$ cat src/ggrm_pkg.sv
`timescale 1ns / 1ps
`default_nettype none
// ----------------------------------------------------------------------------
// ggrm_pkg
// Shared constants, register codes and types of the greedy rectangle merge
// unit.
// ----------------------------------------------------------------------------
package ggrm_pkg;

    localparam int GRID_SIDE_DEF = 8;
    localparam int MAX_RESULTS   = 32;
    localparam int RES_W         = $clog2(MAX_RESULTS + 1);

    localparam int COORD_W  = 3;
    localparam int ID_W     = 6;
    localparam int PIX_W    = 11;
    localparam int MASK_W   = 64;
    localparam int CELLPX_W = 8;
    // cell counts on the request bus; the 4-bit field holds counts up to 15
    localparam int CNT_FW   = 4;

    localparam logic [PIX_W-1:0]    PIX_MAX     = 11'd2047;
    localparam logic [CELLPX_W-1:0] CELL_PX_RST = 8'd16;
    localparam logic [MASK_W-1:0]   MASK_RST    = '0;

    localparam logic CMD_WRITE = 1'b0;
    localparam logic CMD_GEN   = 1'b1;

    localparam int CFG_ADDR_W = 4;
    localparam int CFG_DATA_W = 64;
    localparam logic REG_SOLID_MASK = 1'b0;
    localparam logic REG_CELL_PX    = 1'b1;

    typedef struct packed {
        logic                push;
        logic                flush;
        logic [CNT_FW-1:0]   col;
        logic [CNT_FW-1:0]   row;
        logic [CNT_FW-1:0]   w;
        logic [CNT_FW-1:0]   h;
    } t_rect_req;

    typedef struct packed {
        logic [PIX_W-1:0] x;
        logic [PIX_W-1:0] y;
        logic [PIX_W-1:0] w;
        logic [PIX_W-1:0] h;
    } t_box;

    typedef struct packed {
        logic box_valid;
        t_box box;
        logic last;
    } t_result;

endpackage
`default_nettype wire

$ cat src/ggrm_in_if.sv
`timescale 1ns / 1ps
`default_nettype none
// ----------------------------------------------------------------------------
// ggrm_in_if
// Command channel: cell writes and generate requests.
// ----------------------------------------------------------------------------
interface ggrm_in_if;
    logic                           valid;
    logic                           ready;
    logic                           command;
    logic [ggrm_pkg::COORD_W-1:0]   cell_x;
    logic [ggrm_pkg::COORD_W-1:0]   cell_y;
    logic [ggrm_pkg::ID_W-1:0]      block_id;

    modport source (output valid, command, cell_x, cell_y, block_id, input ready);
    modport sink   (input valid, command, cell_x, cell_y, block_id, output ready);
endinterface
`default_nettype wire

$ cat src/ggrm_out_if.sv
`timescale 1ns / 1ps
`default_nettype none
// ----------------------------------------------------------------------------
// ggrm_out_if
// Result channel: one rectangle in pixel units per transfer.
// ----------------------------------------------------------------------------
interface ggrm_out_if;
    logic                           valid;
    logic                           ready;
    logic                           box_valid;
    logic [ggrm_pkg::PIX_W-1:0]     box_x;
    logic [ggrm_pkg::PIX_W-1:0]     box_y;
    logic [ggrm_pkg::PIX_W-1:0]     box_w;
    logic [ggrm_pkg::PIX_W-1:0]     box_h;
    logic                           last;

    modport source (output valid, box_valid, box_x, box_y, box_w, box_h, last,
                    input ready);
    modport sink   (input valid, box_valid, box_x, box_y, box_w, box_h, last,
                    output ready);
endinterface
`default_nettype wire

$ cat src/grid_greedy_rectangle_merge_unit.sv
`timescale 1ns / 1ps
`default_nettype none
// ----------------------------------------------------------------------------
// grid_greedy_rectangle_merge_unit
// Grid of block ids merged greedily into solid rectangles on request.
// ----------------------------------------------------------------------------
//  channel   dir  handshake            carries
//  i_in      in   valid/ready          command, cell_x, cell_y, block_id
//  o_out     out  valid/ready          box_valid, box_x/y/w/h, last
//  apb       in   psel/penable/pwrite  solid_id_mask @0x0, cell_pixels @0x8
//
//  A cell write is accepted in the idle state; writes can follow back to back.
//  A generate clears the visited memory, primes the first read, then probes
//  the cells one at a time (one read port on the id and visited memories),
//  marks each cell of each rectangle, emits it and reloads the scan position,
//  and finally flushes.
//  After reset a clearing pass over all GRID_SIDE^2 cells zeroes the cell ids;
//  i_in.ready stays low until it ends.
//  A full output register stalls the scan at the emit and flush steps.
// ----------------------------------------------------------------------------
module grid_greedy_rectangle_merge_unit #(
    parameter int GRID_SIDE = ggrm_pkg::GRID_SIDE_DEF
) (
    input  wire logic                                i_clk,
    input  wire logic                                i_rst_n,
    ggrm_in_if.sink                                  i_in,
    ggrm_out_if.source                               o_out,
    input  wire logic                                psel,
    input  wire logic                                penable,
    input  wire logic                                pwrite,
    input  wire logic [ggrm_pkg::CFG_ADDR_W-1:0]     paddr,
    input  wire logic [ggrm_pkg::CFG_DATA_W-1:0]     pwdata,
    output      logic [ggrm_pkg::CFG_DATA_W-1:0]     prdata,
    output      logic                                pready
);

    logic [ggrm_pkg::MASK_W-1:0]   r_solid_mask;
    logic [ggrm_pkg::CELLPX_W-1:0] r_cell_px;
    logic                          cfg_wr;
    ggrm_pkg::t_rect_req           w_req;
    logic                          w_out_free;

    assign pready = 1'b1;
    assign cfg_wr = psel && penable && pwrite && pready;

    always_ff @(posedge i_clk) begin
        if (!i_rst_n) begin
            r_solid_mask <= ggrm_pkg::MASK_RST;
            r_cell_px    <= ggrm_pkg::CELL_PX_RST;
        end else if (cfg_wr) begin
            unique case (paddr[3])
                ggrm_pkg::REG_SOLID_MASK: r_solid_mask <= pwdata;
                ggrm_pkg::REG_CELL_PX:    r_cell_px    <= pwdata[ggrm_pkg::CELLPX_W-1:0];
                default: ;
            endcase
        end
    end

    always_comb begin
        unique case (paddr[3])
            ggrm_pkg::REG_SOLID_MASK: prdata = r_solid_mask;
            ggrm_pkg::REG_CELL_PX:    prdata = ggrm_pkg::CFG_DATA_W'(r_cell_px);
            default:                  prdata = '0;
        endcase
    end

    ggrm_ctrl #(.GRID_SIDE(GRID_SIDE)) u_ctrl (
        .i_clk        (i_clk),
        .i_rst_n      (i_rst_n),
        .i_in         (i_in),
        .i_solid_mask (r_solid_mask),
        .i_out_free   (w_out_free),
        .o_req        (w_req)
    );

    ggrm_out u_out (
        .i_clk     (i_clk),
        .i_rst_n   (i_rst_n),
        .i_req     (w_req),
        .i_cell_px (r_cell_px),
        .o_free    (w_out_free),
        .o_out     (o_out)
    );

    // a request is only raised when the output register can take a transfer
    a_req_when_free: assert property (@(posedge i_clk) disable iff (!i_rst_n)
        (w_req.push || w_req.flush) |-> w_out_free)
        else $error("rectangle request while output register busy");

    a_req_exclusive: assert property (@(posedge i_clk) disable iff (!i_rst_n)
        !(w_req.push && w_req.flush))
        else $error("push and flush in the same cycle");

    a_rect_nonempty: assert property (@(posedge i_clk) disable iff (!i_rst_n)
        w_req.push |-> (w_req.w != '0 && w_req.h != '0))
        else $error("empty rectangle pushed");

    a_flush_then_idle: assert property (@(posedge i_clk) disable iff (!i_rst_n)
        w_req.flush |=> i_in.ready)
        else $error("not ready for commands after a generation");

endmodule
`default_nettype wire

$ cat src/ggrm_ram.sv
`timescale 1ns / 1ps
`default_nettype none
// ----------------------------------------------------------------------------
// ggrm_ram
// Generic single-write, single-read RAM with a registered read port.
// ----------------------------------------------------------------------------
module ggrm_ram #(
    parameter int WIDTH = 8,
    parameter int DEPTH = 64
) (
    input  wire logic                      i_clk,
    input  wire logic                      i_we,
    input  wire logic [$clog2(DEPTH)-1:0]  i_waddr,
    input  wire logic [WIDTH-1:0]          i_wdata,
    input  wire logic [$clog2(DEPTH)-1:0]  i_raddr,
    output      logic [WIDTH-1:0]          o_rdata
);

    logic [WIDTH-1:0] r_mem [DEPTH];

    always_ff @(posedge i_clk) begin
        if (i_we) begin
            r_mem[i_waddr] <= i_wdata;
        end
        o_rdata <= r_mem[i_raddr];
    end

endmodule
`default_nettype wire

$ cat src/ggrm_ctrl.sv
`timescale 1ns / 1ps
`default_nettype none
// ----------------------------------------------------------------------------
// ggrm_ctrl
// Scan sequencer: owns the cell id and visited memories, grows rectangles
// one probed cell per cycle and marks them visited.
// ----------------------------------------------------------------------------
module ggrm_ctrl #(
    parameter int GRID_SIDE = ggrm_pkg::GRID_SIDE_DEF
) (
    input  wire logic                          i_clk,
    input  wire logic                          i_rst_n,
    ggrm_in_if.sink                            i_in,
    input  wire logic [ggrm_pkg::MASK_W-1:0]   i_solid_mask,
    input  wire logic                          i_out_free,
    output      ggrm_pkg::t_rect_req           o_req
);

    localparam int CELLS = GRID_SIDE * GRID_SIDE;
    localparam int AW    = $clog2(CELLS);
    localparam int CW    = $clog2(GRID_SIDE + 1);
    localparam int RW    = ggrm_pkg::RES_W;
    localparam logic [CW:0]   SIDE_X   = (CW+1)'(GRID_SIDE);
    localparam logic [AW-1:0] LAST_ADR = AW'(CELLS - 1);

    localparam logic [3:0] S_CLR    = 4'd0;
    localparam logic [3:0] S_IDLE   = 4'd1;
    localparam logic [3:0] S_VCLR   = 4'd2;
    localparam logic [3:0] S_SEEK   = 4'd3;
    localparam logic [3:0] S_ANCHOR = 4'd4;
    localparam logic [3:0] S_RIGHT  = 4'd5;
    localparam logic [3:0] S_DOWN   = 4'd6;
    localparam logic [3:0] S_MARK   = 4'd7;
    localparam logic [3:0] S_EMIT   = 4'd8;
    localparam logic [3:0] S_FLUSH  = 4'd9;

    function automatic logic [AW-1:0] cell_addr(input logic [CW:0] row,
                                                input logic [CW:0] col);
        return AW'(AW'(row) * AW'(GRID_SIDE) + AW'(col));
    endfunction

    // coordinate modulo the grid side, by repeated subtraction
    function automatic logic [CW:0] wrap(input logic [ggrm_pkg::COORD_W-1:0] x);
        logic [3:0] v;
        v = {1'b0, x};
        for (int k = 0; k < 3; k++) begin
            if (v >= 4'(GRID_SIDE)) begin
                v = v - 4'(GRID_SIDE);
            end
        end
        return (CW+1)'(v);
    endfunction

    logic [3:0]    r_state, n_state;
    logic [AW-1:0] r_clr, n_clr;
    logic [CW-1:0] r_row, n_row, r_col, n_col, r_w, n_w, r_h, n_h;
    logic [CW-1:0] r_i, n_i, r_j, n_j;
    logic [RW-1:0] r_cnt, n_cnt;

    logic                          id_we, vis_we, vis_wdata;
    logic [AW-1:0]                 id_waddr, vis_waddr, rd_addr;
    logic [ggrm_pkg::ID_W-1:0]     id_wdata, id_rdata;
    logic                          vis_rdata;
    logic                          open_cell;

    logic [CW:0] col_p1, row_p1, pc, pc_p1, pr, pr_p1, dc, dc_p1, i_p1, j_p1, rj;

    ggrm_ram #(.WIDTH(ggrm_pkg::ID_W), .DEPTH(CELLS)) u_id_ram (
        .i_clk   (i_clk),
        .i_we    (id_we),
        .i_waddr (id_waddr),
        .i_wdata (id_wdata),
        .i_raddr (rd_addr),
        .o_rdata (id_rdata)
    );

    ggrm_ram #(.WIDTH(1), .DEPTH(CELLS)) u_vis_ram (
        .i_clk   (i_clk),
        .i_we    (vis_we),
        .i_waddr (vis_waddr),
        .i_wdata (vis_wdata),
        .i_raddr (rd_addr),
        .o_rdata (vis_rdata)
    );

    assign open_cell = !vis_rdata && i_solid_mask[id_rdata];

    assign col_p1 = {1'b0, r_col} + (CW+1)'(1);
    assign row_p1 = {1'b0, r_row} + (CW+1)'(1);
    assign pc     = {1'b0, r_col} + {1'b0, r_w};
    assign pc_p1  = pc + (CW+1)'(1);
    assign pr     = {1'b0, r_row} + {1'b0, r_h};
    assign pr_p1  = pr + (CW+1)'(1);
    assign dc     = {1'b0, r_col} + {1'b0, r_i};
    assign dc_p1  = dc + (CW+1)'(1);
    assign i_p1   = {1'b0, r_i} + (CW+1)'(1);
    assign j_p1   = {1'b0, r_j} + (CW+1)'(1);
    assign rj     = {1'b0, r_row} + {1'b0, r_j};

    assign i_in.ready = (r_state == S_IDLE);

    always_comb begin
        n_state   = r_state;
        n_clr     = r_clr;
        n_row     = r_row;
        n_col     = r_col;
        n_w       = r_w;
        n_h       = r_h;
        n_i       = r_i;
        n_j       = r_j;
        n_cnt     = r_cnt;
        rd_addr   = cell_addr({1'b0, r_row}, {1'b0, r_col});
        id_we     = 1'b0;
        id_waddr  = r_clr;
        id_wdata  = '0;
        vis_we    = 1'b0;
        vis_waddr = r_clr;
        vis_wdata = 1'b0;
        o_req     = '0;
        o_req.col = ggrm_pkg::CNT_FW'(r_col);
        o_req.row = ggrm_pkg::CNT_FW'(r_row);
        o_req.w   = ggrm_pkg::CNT_FW'(r_w);
        o_req.h   = ggrm_pkg::CNT_FW'(r_h);

        unique case (r_state)
            S_CLR: begin
                id_we = 1'b1;
                if (r_clr == LAST_ADR) begin
                    n_clr   = '0;
                    n_state = S_IDLE;
                end else begin
                    n_clr = r_clr + AW'(1);
                end
            end
            S_IDLE: begin
                if (i_in.valid) begin
                    if (i_in.command == ggrm_pkg::CMD_WRITE) begin
                        id_we    = 1'b1;
                        id_waddr = cell_addr(wrap(i_in.cell_y), wrap(i_in.cell_x));
                        id_wdata = i_in.block_id;
                    end else begin
                        n_clr   = '0;
                        n_cnt   = '0;
                        n_state = S_VCLR;
                    end
                end
            end
            S_VCLR: begin
                vis_we = 1'b1;
                if (r_clr == LAST_ADR) begin
                    n_clr   = '0;
                    n_row   = '0;
                    n_col   = '0;
                    n_state = S_SEEK;
                end else begin
                    n_clr = r_clr + AW'(1);
                end
            end
            S_SEEK: begin
                n_state = S_ANCHOR;
            end
            S_ANCHOR: begin
                if (open_cell) begin
                    n_w = CW'(1);
                    n_h = CW'(1);
                    n_i = '0;
                    n_j = '0;
                    if (col_p1 < SIDE_X) begin
                        rd_addr = cell_addr({1'b0, r_row}, col_p1);
                        n_state = S_RIGHT;
                    end else if (row_p1 < SIDE_X) begin
                        rd_addr = cell_addr(row_p1, {1'b0, r_col});
                        n_state = S_DOWN;
                    end else begin
                        n_state = S_MARK;
                    end
                end else if (col_p1 < SIDE_X) begin
                    n_col   = CW'(col_p1);
                    rd_addr = cell_addr({1'b0, r_row}, col_p1);
                end else if (row_p1 < SIDE_X) begin
                    n_row   = CW'(row_p1);
                    n_col   = '0;
                    rd_addr = cell_addr(row_p1, '0);
                end else begin
                    n_state = S_FLUSH;
                end
            end
            S_RIGHT: begin
                if (open_cell && pc_p1 < SIDE_X) begin
                    n_w     = r_w + CW'(1);
                    rd_addr = cell_addr({1'b0, r_row}, pc_p1);
                end else begin
                    // run closed: grow downward if a row remains below, else mark
                    if (open_cell) begin
                        n_w = r_w + CW'(1);
                    end
                    if (row_p1 < SIDE_X) begin
                        rd_addr = cell_addr(row_p1, {1'b0, r_col});
                        n_state = S_DOWN;
                    end else begin
                        n_state = S_MARK;
                    end
                end
            end
            S_DOWN: begin
                if (!open_cell) begin
                    n_i     = '0;
                    n_state = S_MARK;
                end else if (i_p1 < {1'b0, r_w}) begin
                    n_i     = CW'(i_p1);
                    rd_addr = cell_addr(pr, dc_p1);
                end else begin
                    n_h = r_h + CW'(1);
                    n_i = '0;
                    if (pr_p1 < SIDE_X) begin
                        rd_addr = cell_addr(pr_p1, {1'b0, r_col});
                    end else begin
                        n_state = S_MARK;
                    end
                end
            end
            S_MARK: begin
                vis_we    = 1'b1;
                vis_wdata = 1'b1;
                vis_waddr = cell_addr(rj, dc);
                if (i_p1 < {1'b0, r_w}) begin
                    n_i = CW'(i_p1);
                end else begin
                    n_i = '0;
                    if (j_p1 < {1'b0, r_h}) begin
                        n_j = CW'(j_p1);
                    end else begin
                        n_j     = '0;
                        n_state = S_EMIT;
                    end
                end
            end
            S_EMIT: begin
                if (i_out_free) begin
                    o_req.push = 1'b1;
                    n_cnt      = r_cnt + RW'(1);
                    if ((r_cnt + RW'(1)) == RW'(ggrm_pkg::MAX_RESULTS)) begin
                        n_state = S_FLUSH;
                    end else if (col_p1 < SIDE_X) begin
                        n_col   = CW'(col_p1);
                        n_state = S_SEEK;
                    end else if (row_p1 < SIDE_X) begin
                        n_row   = CW'(row_p1);
                        n_col   = '0;
                        n_state = S_SEEK;
                    end else begin
                        n_state = S_FLUSH;
                    end
                end
            end
            S_FLUSH: begin
                if (i_out_free) begin
                    o_req.flush = 1'b1;
                    n_state     = S_IDLE;
                end
            end
            default: begin
                n_state = S_IDLE;
            end
        endcase
    end

    always_ff @(posedge i_clk) begin
        if (!i_rst_n) begin
            r_state <= S_CLR;
            r_clr   <= '0;
            r_cnt   <= '0;
        end else begin
            r_state <= n_state;
            r_clr   <= n_clr;
            r_cnt   <= n_cnt;
        end
    end

    always_ff @(posedge i_clk) begin
        r_row <= n_row;
        r_col <= n_col;
        r_w   <= n_w;
        r_h   <= n_h;
        r_i   <= n_i;
        r_j   <= n_j;
    end

endmodule
`default_nettype wire

$ cat src/ggrm_out.sv
`timescale 1ns / 1ps
`default_nettype none
// ----------------------------------------------------------------------------
// ggrm_out
// Pixel scaling, one-deep hold of the newest rectangle (its last flag is
// known only once the scan moves on) and the output register.
// ----------------------------------------------------------------------------
module ggrm_out (
    input  wire logic                            i_clk,
    input  wire logic                            i_rst_n,
    input  wire ggrm_pkg::t_rect_req             i_req,
    input  wire logic [ggrm_pkg::CELLPX_W-1:0]   i_cell_px,
    output      logic                            o_free,
    ggrm_out_if.source                           o_out
);

    localparam int PW = ggrm_pkg::CNT_FW + ggrm_pkg::CELLPX_W;

    function automatic logic [ggrm_pkg::PIX_W-1:0] to_px(
        input logic [ggrm_pkg::CNT_FW-1:0]   cells,
        input logic [ggrm_pkg::CELLPX_W-1:0] px
    );
        logic [PW-1:0] prod;
        prod = PW'(cells) * PW'(px);
        return (prod > PW'(ggrm_pkg::PIX_MAX)) ? ggrm_pkg::PIX_MAX
                                              : prod[ggrm_pkg::PIX_W-1:0];
    endfunction

    logic              r_pend_valid, n_pend_valid;
    ggrm_pkg::t_box    r_pend, n_pend;
    logic              r_out_valid, n_out_valid;
    ggrm_pkg::t_result r_out, n_out;

    assign o_free = !r_out_valid || o_out.ready;

    always_comb begin
        n_pend_valid = r_pend_valid;
        n_pend       = r_pend;
        n_out_valid  = r_out_valid && !o_out.ready;
        n_out        = r_out;
        if (i_req.push) begin
            n_pend.x     = to_px(i_req.col, i_cell_px);
            n_pend.y     = to_px(i_req.row, i_cell_px);
            n_pend.w     = to_px(i_req.w, i_cell_px);
            n_pend.h     = to_px(i_req.h, i_cell_px);
            n_pend_valid = 1'b1;
            // a newer rectangle exists, so the held one is not the last
            if (r_pend_valid) begin
                n_out_valid     = 1'b1;
                n_out.box_valid = 1'b1;
                n_out.box       = r_pend;
                n_out.last      = 1'b0;
            end
        end else if (i_req.flush) begin
            n_out_valid     = 1'b1;
            n_out.box_valid = r_pend_valid;
            n_out.box       = r_pend_valid ? r_pend : '0;
            n_out.last      = 1'b1;
            n_pend_valid    = 1'b0;
        end
    end

    always_ff @(posedge i_clk) begin
        if (!i_rst_n) begin
            r_pend_valid <= 1'b0;
            r_out_valid  <= 1'b0;
        end else begin
            r_pend_valid <= n_pend_valid;
            r_out_valid  <= n_out_valid;
        end
    end

    always_ff @(posedge i_clk) begin
        r_pend <= n_pend;
        r_out  <= n_out;
    end

    assign o_out.valid     = r_out_valid;
    assign o_out.box_valid = r_out.box_valid;
    assign o_out.box_x     = r_out.box.x;
    assign o_out.box_y     = r_out.box.y;
    assign o_out.box_w     = r_out.box.w;
    assign o_out.box_h     = r_out.box.h;
    assign o_out.last      = r_out.last;

endmodule
`default_nettype wire
$ cat src/flat_wrapper.sv
// flat-port wrapper written by rule: the top's interface ports become plain ports
module grid_greedy_rectangle_merge_unit_flat 
#(
    parameter int GRID_SIDE = ggrm_pkg::GRID_SIDE_DEF
)
  (i_clk, i_rst_n, psel, penable, pwrite, paddr, pwdata, prdata, pready, i_in_valid, i_in_command, i_in_cell_x, i_in_cell_y, i_in_block_id, i_in_ready, o_out_valid, o_out_box_valid, o_out_box_x, o_out_box_y, o_out_box_w, o_out_box_h, o_out_last, o_out_ready);
  ggrm_in_if i_in_i ();
  ggrm_out_if o_out_i ();
  input  wire logic i_clk;
  input  wire logic i_rst_n;
  input  wire logic psel;
  input  wire logic penable;
  input  wire logic pwrite;
  input  wire logic [ggrm_pkg::CFG_ADDR_W-1:0] paddr;
  input  wire logic [ggrm_pkg::CFG_DATA_W-1:0] pwdata;
  output      logic [ggrm_pkg::CFG_DATA_W-1:0] prdata;
  output      logic pready;
  input wire logic [$bits(i_in_i.valid)-1:0] i_in_valid;
  input wire logic [$bits(i_in_i.command)-1:0] i_in_command;
  input wire logic [$bits(i_in_i.cell_x)-1:0] i_in_cell_x;
  input wire logic [$bits(i_in_i.cell_y)-1:0] i_in_cell_y;
  input wire logic [$bits(i_in_i.block_id)-1:0] i_in_block_id;
  output wire logic [$bits(i_in_i.ready)-1:0] i_in_ready;
  output wire logic [$bits(o_out_i.valid)-1:0] o_out_valid;
  output wire logic [$bits(o_out_i.box_valid)-1:0] o_out_box_valid;
  output wire logic [$bits(o_out_i.box_x)-1:0] o_out_box_x;
  output wire logic [$bits(o_out_i.box_y)-1:0] o_out_box_y;
  output wire logic [$bits(o_out_i.box_w)-1:0] o_out_box_w;
  output wire logic [$bits(o_out_i.box_h)-1:0] o_out_box_h;
  output wire logic [$bits(o_out_i.last)-1:0] o_out_last;
  input wire logic [$bits(o_out_i.ready)-1:0] o_out_ready;
  assign i_in_i.valid = i_in_valid;
  assign i_in_i.command = i_in_command;
  assign i_in_i.cell_x = i_in_cell_x;
  assign i_in_i.cell_y = i_in_cell_y;
  assign i_in_i.block_id = i_in_block_id;
  assign i_in_ready = i_in_i.ready;
  assign o_out_valid = o_out_i.valid;
  assign o_out_box_valid = o_out_i.box_valid;
  assign o_out_box_x = o_out_i.box_x;
  assign o_out_box_y = o_out_i.box_y;
  assign o_out_box_w = o_out_i.box_w;
  assign o_out_box_h = o_out_i.box_h;
  assign o_out_last = o_out_i.last;
  assign o_out_i.ready = o_out_ready;
  grid_greedy_rectangle_merge_unit #(.GRID_SIDE(GRID_SIDE)) u_core (.i_clk(i_clk), .i_rst_n(i_rst_n), .i_in(i_in_i), .o_out(o_out_i), .psel(psel), .penable(penable), .pwrite(pwrite), .paddr(paddr), .pwdata(pwdata), .prdata(prdata), .pready(pready));
endmodule
$ cat config.mk
export PLATFORM = sky130hd
export DESIGN_NAME = grid_greedy_rectangle_merge_unit_flat
export DESIGN_NICKNAME = d
export VERILOG_FILES = /design/src/ggrm_pkg.sv /design/src/ggrm_in_if.sv /design/src/ggrm_out_if.sv /design/src/grid_greedy_rectangle_merge_unit.sv /design/src/ggrm_ram.sv /design/src/ggrm_ctrl.sv /design/src/ggrm_out.sv /design/src/flat_wrapper.sv
export SDC_FILE = /design/constraint.sdc
export NUM_CORES = 1
export LEC_CHECK = 0
export ABC_AREA = 0
export CORE_ASPECT_RATIO = 0.9
export CORE_MARGIN = 5
export CORE_UTILIZATION = 35
export DETAILED_ROUTE_END_ITERATION = 10
export DONT_BUFFER_PORTS = 1
export SYNTH_ARGS = -nofsm -noshare
export SYNTH_HDL_FRONTEND = slang
export SYNTH_SLANG_ARGS = --single-unit
$ cat constraint.sdc
create_clock -name i_clk -period 4 [get_ports i_clk]
set_input_delay 0.8 -clock i_clk [delete_from_list [all_inputs] [get_ports i_clk]]
set_output_delay 0.8 -clock i_clk [all_outputs]
set_load 0.005 [all_outputs]
### After elaboration in Yosys (flattened, before gate mapping)

Memory sizes are Yosys's and may differ from the RTL's. A register that Yosys moved wholly into a read port is not among the register bits.
Index checks and enable logic that the tools add are counted.

| word-level totals | value |
|---|---|
| flip-flop bits (word level) | 204 |
| memory bits (writable) | 448 |
| input port bits | 88 |
| output and inout bits | 113 |
| word-level logic and storage cells | 221 |
| memories kept | 2 |

Memories:

| name | depth | width | read ports | clocked after Yosys merged registers in | wr ports | line | source |
|---|---|---|---|---|---|---|---|
| u_core.u_ctrl.u_id_ram.r_mem | 64 | 6 | 1 | 1 | 1 | ggrm_ram.sv:19 | `logic [WIDTH-1:0] r_mem [DEPTH];` |
| u_core.u_ctrl.u_vis_ram.r_mem | 64 | 1 | 1 | 1 | 1 | ggrm_ram.sv:19 |  |

| cells by class | value |
|---|---|
| $add $sub $neg | 23 |
| multipliers | 4 |
| magnitude comparators | 11 |
| equal/unequal tests | 31 |
| mux-type cells | 95 |
| bitwise operators | 1 |
| reductions and logical operators | 31 |

Operators by type and width:

| kind | count |
|---|---|
| 2-to-1 mux 4 bit | 39 |
| 2-to-1 mux 46 bit | 3 |
| case mux 64 bit (2 select lines) | 1 |
| 2-to-1 mux 6 bit | 20 |
| > comparator 12 x 11 -> 1 bit, second input constant | 4 |
| multiplier 4 x 8 -> 12 bit | 4 |
| 2-to-1 mux 44 bit | 1 |
| case mux 4 bit (10 select lines) | 1 |
| case mux 4 bit (3 select lines) | 3 |
| != test 2 bit, second input constant | 15 |
| adder 6 x 5 -> 6 bit | 4 |
| case mux 4 bit (2 select lines) | 3 |
| case mux 6 bit (2 select lines) | 2 |
| adder 4 x 1 -> 5 bit, second input constant | 4 |
| less-than comparator 5 x 4 -> 1 bit, second input constant | 4 |
| adder 6 x 4 -> 6 bit | 3 |
| 2-to-1 mux 1 bit | 18 |
| case mux 6 bit (3 select lines) | 1 |
| == test 4 x 3 -> 1 bit, second input constant | 4 |
| adder 4 x 4 -> 5 bit | 3 |
| adder 5 x 1 -> 5 bit, second input constant | 3 |
| != test 3 bit, second input constant | 5 |
| AND reduction 13 bit | 1 |
| adder 6 x 1 -> 6 bit, second input constant | 2 |
| 24 further kinds | 48 |

### Logic depth before layout (Yosys ltp)

| depth | value |
|---|---|
| depth after elaboration | 7 |
| gate-level depth with buffers | 21 |
| depth with buffers taken out | 18 |

### Hierarchy

A second synthesis with hierarchy kept.

| second synthesis, totals | value |
|---|---|
| cells, all modules | 2536 |
| area, all modules | 33355.7 um2 |

By module, submodules not included:

| module | times used | cells each | area an instance (um2) | seq. area each (um2) |
|---|---|---|---|---|
| ggrm_ram at u_core.u_ctrl.u_id_ram | 1 | 729 | 15205.8 | 11651.2 |
| ggrm_out | 1 | 679 | 7170.6 | 2742.6 |
| ggrm_ctrl | 1 | 546 | 4667.0 | 1041.0 |
| grid_greedy_rectangle_merge_unit | 1 | 378 | 3398.3 | 1441.4 |
| ggrm_ram at u_core.u_ctrl.u_vis_ram | 1 | 204 | 2914.0 | 1941.9 |

### Worst setup path after synthesis

Ideal clock, no wire load.

| timing | value |
|---|---|
| kind | register to register |
| start point | register u_core.u_ctrl.r_col[3] |
| end point | register u_core.u_out.r_pend[37] (netlist name), data pin |
| setup time | 0.274 ns |
| arrival | 4.093 ns |
| required time | 3.726 ns |
| path slack | -0.367 ns |
| cell stages (with the launch flop) | 19 |
| buffers on the path | 3 |
| period minus slack after synthesis | 4.367 ns |
| cells stage by stage | edfxtp_1 > clkbuf_1 > clkbuf_1 > nand2_1 > fa_1 > inv_1 > fa_1 > ha_1 > a21o_1 > a21oi_1 > o21ai_0 > a21oi_1 > o21bai_1 > a21oi_1 > o21bai_1 > a21oi_1 > xor2_1 > clkbuf_1 > o21ai_0 |

| on the way | value |
|---|---|
| longest elaborated chain between the ends | 2 |

Ends and longest elaborated chain:

| element | line | source |
|---|---|---|
| start: declaration | ggrm_ctrl.sv:56 | `logic [CW-1:0] r_row, n_row, r_col, n_col, r_w, n_w, r_h, n_h;` |
| start signal: assignment | ggrm_ctrl.sv:282 | `r_col <= n_col;` |
| multiplier 4 x 8 -> 12 bit (*) | ggrm_out.sv:24 | `prod = PW'(cells) * PW'(px);` |
| > comparator 12 x 11 -> 1 bit | ggrm_out.sv:25 | `return (prod > PW'(ggrm_pkg::PIX_MAX)) ? ggrm_pkg::PIX_MAX` |
| end signal: assignment | ggrm_out.sv:74 | `r_pend <= n_pend;` |
| end: declaration | ggrm_out.sv:30 | `ggrm_pkg::t_box r_pend, n_pend;` |

Every way passes the cells marked *; elsewhere a longest branch is shown, timed or not.
A chain may end at the register's enable or synchronous reset.

### Worst setup path after layout

| timing | value |
|---|---|
| start point | register u_core.u_ctrl.r_w[1] |
| end point | register u_core.u_ctrl.u_id_ram.o_rdata[2], read port of u_core.u_ctrl.u_id_ram.r_mem |

| on the way | value |
|---|---|
| longest elaborated chain between the ends | 6 |
| elaborated cells on any way between the ends | 10 |
| those cells by class | add/sub: 3; order compare: 2; mux: 4; reduce/logical: 1 |

Ends and longest elaborated chain:

| element | line | source |
|---|---|---|
| start: declaration | ggrm_ctrl.sv:56 |  |
| start signal: assignment | ggrm_ctrl.sv:283 | `r_w <= n_w;` |
| adder 4 x 4 -> 5 bit | ggrm_ctrl.sv:90 | `assign pc = {1'b0, r_col} + {1'b0, r_w};` |
| adder 5 x 1 -> 5 bit | ggrm_ctrl.sv:91 | `assign pc_p1 = pc + (CW+1)'(1);` |
| less-than comparator 5 x 4 -> 1 bit | ggrm_ctrl.sv:189 | `if (open_cell && pc_p1 < SIDE_X) begin` |
| logical AND 1 bit | ggrm_ctrl.sv:189 |  |
| 2-to-1 mux 6 bit | ggrm_ctrl.sv:189 |  |
| case mux 6 bit (3 select lines) (*) | ggrm_ctrl.sv:125 | `unique case (r_state)` |
| end: declaration | ggrm_ram.sv:16 | `output logic [WIDTH-1:0] o_rdata` |

Marks and branches as above.

==> impl_metrics.yaml <==
run_status:
  status: "complete, but fails checks"
  failed_checks: "negative setup slack"
pwr:
  vdd_drop_max_uv: 386
  intPower_uw: 15800
  power.leakage_uw: 0.0151
  p_per_area_mw_per_mm2: 607
  p_sw_frac: 0.357
  p_sw_uw: 8750
  finalPower_uw: 24500
  clkPwrFrac: 0.270
  pwr-share-comb: 0.408
  p_seq_frac: 0.322
final_layout:
  final_common_cell: "edfxtp_1"
  drive_above_1_share: 0.203
  nNetsFinal: 3477
  n_fill_cell: 8828
  final_core_util: 0.429
  syn_to_final_growth_pct: 22.2
  layout_common_cells: "edfxtp_1 (562), nand2_1 (531), buf_4 (315)"
setup_path:
  r2r-end: "u_core.u_ctrl.u_id_ram.o_rdata[2]$_DFF_P_"
  r2r_slack_ns: -0.35
  path_max_fanout: 6
  path_class: "reg -> reg"
  max_stage_delay_ns: 0.64
  worstPathRequired_ns: 4.51
  reg2regPathDepth: 14
  slowest_stage: "mux4_1"
  path_common_cell: "a22oi_2"
  endpoint_kind: "flop"
  path_cells: "ha_1, nor2b_4, o21a_1, or4b_4, a211oi_4, a22oi_2, buf_4, o31ai_4, buf_6, o21a_4, mux4_1, a22oi_2, nand3_2, a32o_2"
  startpoint_type: "flop"
  arrival_ns: 4.86
  r2r-start: "u_core.u_ctrl.r_w[1]$_SDFFCE_PN0P_"
floorplanning:
  die_h_um: 302
  die_w_um: 334
  core.rowCount: 107
  core-area_sq_mm: 0.0943
  die_area_sq_mm: 0.101
  initial_core_util: 0.351
  ioPinCount: 201
run:
  maxCapViolCount: 0
grt:
  grt_max_degree: 90
  antenna_found_initial: 1
  track_usage: 0.171
  grt_pass1_vias: 22333
  overflow: 0
  grt_pass1_wl_um: 134000
synthesis:
  yosysUniqueCellTypes: 74
  synth_fp_nets: 3189
  ys_seq_area_frac: 0.569
  syn-instance-count: 2941
  syn-cell-area_sq_mm: 0.0331
  syn_avg_cell_area_sq_um: 11.3
  yosysWarnings: 0
  synth_edf_count: 562
  yosys_most_used_dff: "edfxtp_1"
  synth_seq_cells: 659
  synth-async-reset-ratio: 0
sta:
  min_period_ns: 4.35
  fmax_ghz: 0.230
  finClkSkew_ns: 0.0510
  setup_ws_ns: -0.349
  rsz0062_at_grt: "true"
  whs_ns: 0.296
  drv_slew: 0
  fin_crit_sh: 1.09
  setup_viol: 7
  setup_tns_ns: -1.94
  relSlewSlack: 0.347
  tightestPinTransition_ns: 0.979
  hold_viol: 0
clock_network:
  hold_buffers: 0
  cts.path.max_buffers: 3
  htreeDepth: 3
  cts_root_buffer: "clkbuf_16"
  insertion_delay_ns: 0.65
  clock_sinks: 659
  cts_tree: "built"
  path_clk_slew_ns: 0.06
  cts_buffers: 73
drt:
  first_iter_violations: 2200
  drc: 0
  viasPerCell: 5.11
  drtAntennaViolNets: 0
  routedWlPerCell_um: 19.7
  route.vias.total: 23208
  detailedRoute.firstPassIterationCount: 5
  wirelength_um: 89500
worst_hold_path:
  holdPathStages: 2
  hp-start: "pwdata[4]"
  min_delay_worst_endpoint: "u_core.r_cell_px[4]$_SDFFE_PN1P_"
  worstHoldPathType: "in -> reg"
place:
  place_ws_ns: -0.619
  io_buffers: 0
  dp_hpwl_um: 59400
  gp_congestion: 0.851
## worst max-delay path, delay by kind of cell, from the launching register on
kind | cells | cell delay, ns
AO/OA/AOI/OAI | 7 | 1.69
AND/OR/NAND/NOR | 3 | 0.82
multiplexers | 1 | 0.64
flip-flops | 1 | 0.40
buffers and inverters | 2 | 0.32
adder cells (fa/ha/maj) | 1 | 0.31
## Yosys cell counts, drive strengths merged, types with 61 or more instances
cell type	n	area, sq um
nand2	545	2050
ha	104	1300
edfxtp	562	16900
nand3	176	881
o21ai	69	349
and2	109	682
nor2	215	812
inv	116	435
nor2b	124	776
mux2i	108	1080
buf	61	374
a21oi	72	360
a21boi	74	556
clkbuf	96	363
dfxtp	97	1940
## power groups by stage
stage / Combinational [uW] / Clock [uW] / Sequential (uW)
floorplan: 5000 / 0 / 8000
global placement: 8580 / 0 / 8050
detailed placement: 8620 / 0 / 8060
CTS: 9510 / 6740 / 7910
global route: 10700 / 7050 / 7930
finish: 10000 / 6620 / 7910
## cell families after synthesis
family | after synthesis | synth area share
compound gates | 395 | 0.0818
xor+xnor | 59 | 0.0156
fa+ha+maj | 160 | 0.0732
buf+inv | 274 | 0.0355
flops | 659 | 0.569
mux | 145 | 0.0524
other cells | 1 | 0.000113
simple gates | 1248 | 0.173
## layer usage
layer | routed length, um | track usage | part of all wire | up-vias
met3 | 8300 | 0.0463 | 0.093 | 110
met5 | 0 | 0 | 0 | -
met4 | 1850 | 0.0433 | 0.021 | 0
li1 | - | - | - | 10958
met2 | 39900 | 0.266 | 0.45 | 782
met1 | 39400 | 0.238 | 0.44 | 11358
## sequential cells by signal, indices dropped and copies added, names as in the netlist, 8 cells and up
| signal | cells |
|---|---|
| u_core.u_out.r_pend | 44 |
| u_core.r_solid_mask | 64 |
| u_core.u_ctrl.u_id_ram.r_mem | 384 |
| u_core.r_cell_px | 8 |
| u_core.u_out.o_out.box_y | 11 |
| u_core.u_out.o_out.box_w | 11 |
| u_core.u_out.o_out.box_h | 11 |
| u_core.u_ctrl.u_vis_ram.r_mem | 64 |
| u_core.u_out.o_out.box_x | 11 |
## timing repair
action,CTS,global route
cloned,9,3
buffers inserted,22,31
pin swaps,28,51
gates resized for setup,92,110
setup endpoints to repair,43,51
## metrics by stage
step | area [sq um] | std cells
3_5_place_dp | 36600 | 4343
2_1_floorplan | 33100 | 2941
3_3_place_gp | 36600 | 4343
5_1_grt | 40400 | 4543
4_1_cts | 39700 | 4509
6_report | 40400 | 4544
## worst max path at each step
stage | start | to | depth (start not counted)
6_report | u_core.u_ctrl.r_w[1]$_SDFFCE_PN0P_ | u_core.u_ctrl.u_id_ram.o_rdata[2]$_DFF_P_ | 14
5_1_grt | u_core.u_ctrl.r_i[0]$_DFFE_PP_ | u_core.u_ctrl.u_id_ram.o_rdata[4]$_DFF_P_ | 17
4_1_cts | u_core.u_ctrl.r_w[1]$_SDFFCE_PN0P_ | u_core.u_ctrl.u_id_ram.o_rdata[1]$_DFF_P_ | 14
3_5_place_dp | u_core.u_ctrl.r_w[1]$_SDFFCE_PN0P_ | u_core.u_ctrl.u_id_ram.o_rdata[3]$_DFF_P_ | 17
3_3_place_gp | u_core.u_ctrl.r_col[0]$_SDFFCE_PN0P_ | u_core.u_ctrl.u_id_ram.o_rdata[3]$_DFF_P_ | 18
2_1_floorplan | u_core.u_ctrl.r_col[3]$_SDFFCE_PN0P_ | u_core.u_out.r_pend[37]$_SDFFCE_PN1P_ | 18
## final cells by class
cell class | count | area, sq um | area share
Tap cell | 1253 | 1570 | 0.0388
Clock buffer | 93 | 1920 | 0.0475
Clock inverter | 42 | 443 | 0.0110
Sequential cell | 659 | 18800 | 0.466
Inverter | 117 | 439 | 0.0109
Antenna cell | 2 | 5.00 | 0.000124
Multi-Input combinational cell | 2009 | 13800 | 0.342
Timing Repair Buffer | 369 | 3370 | 0.0833
(Power assumes the default switching activity.)
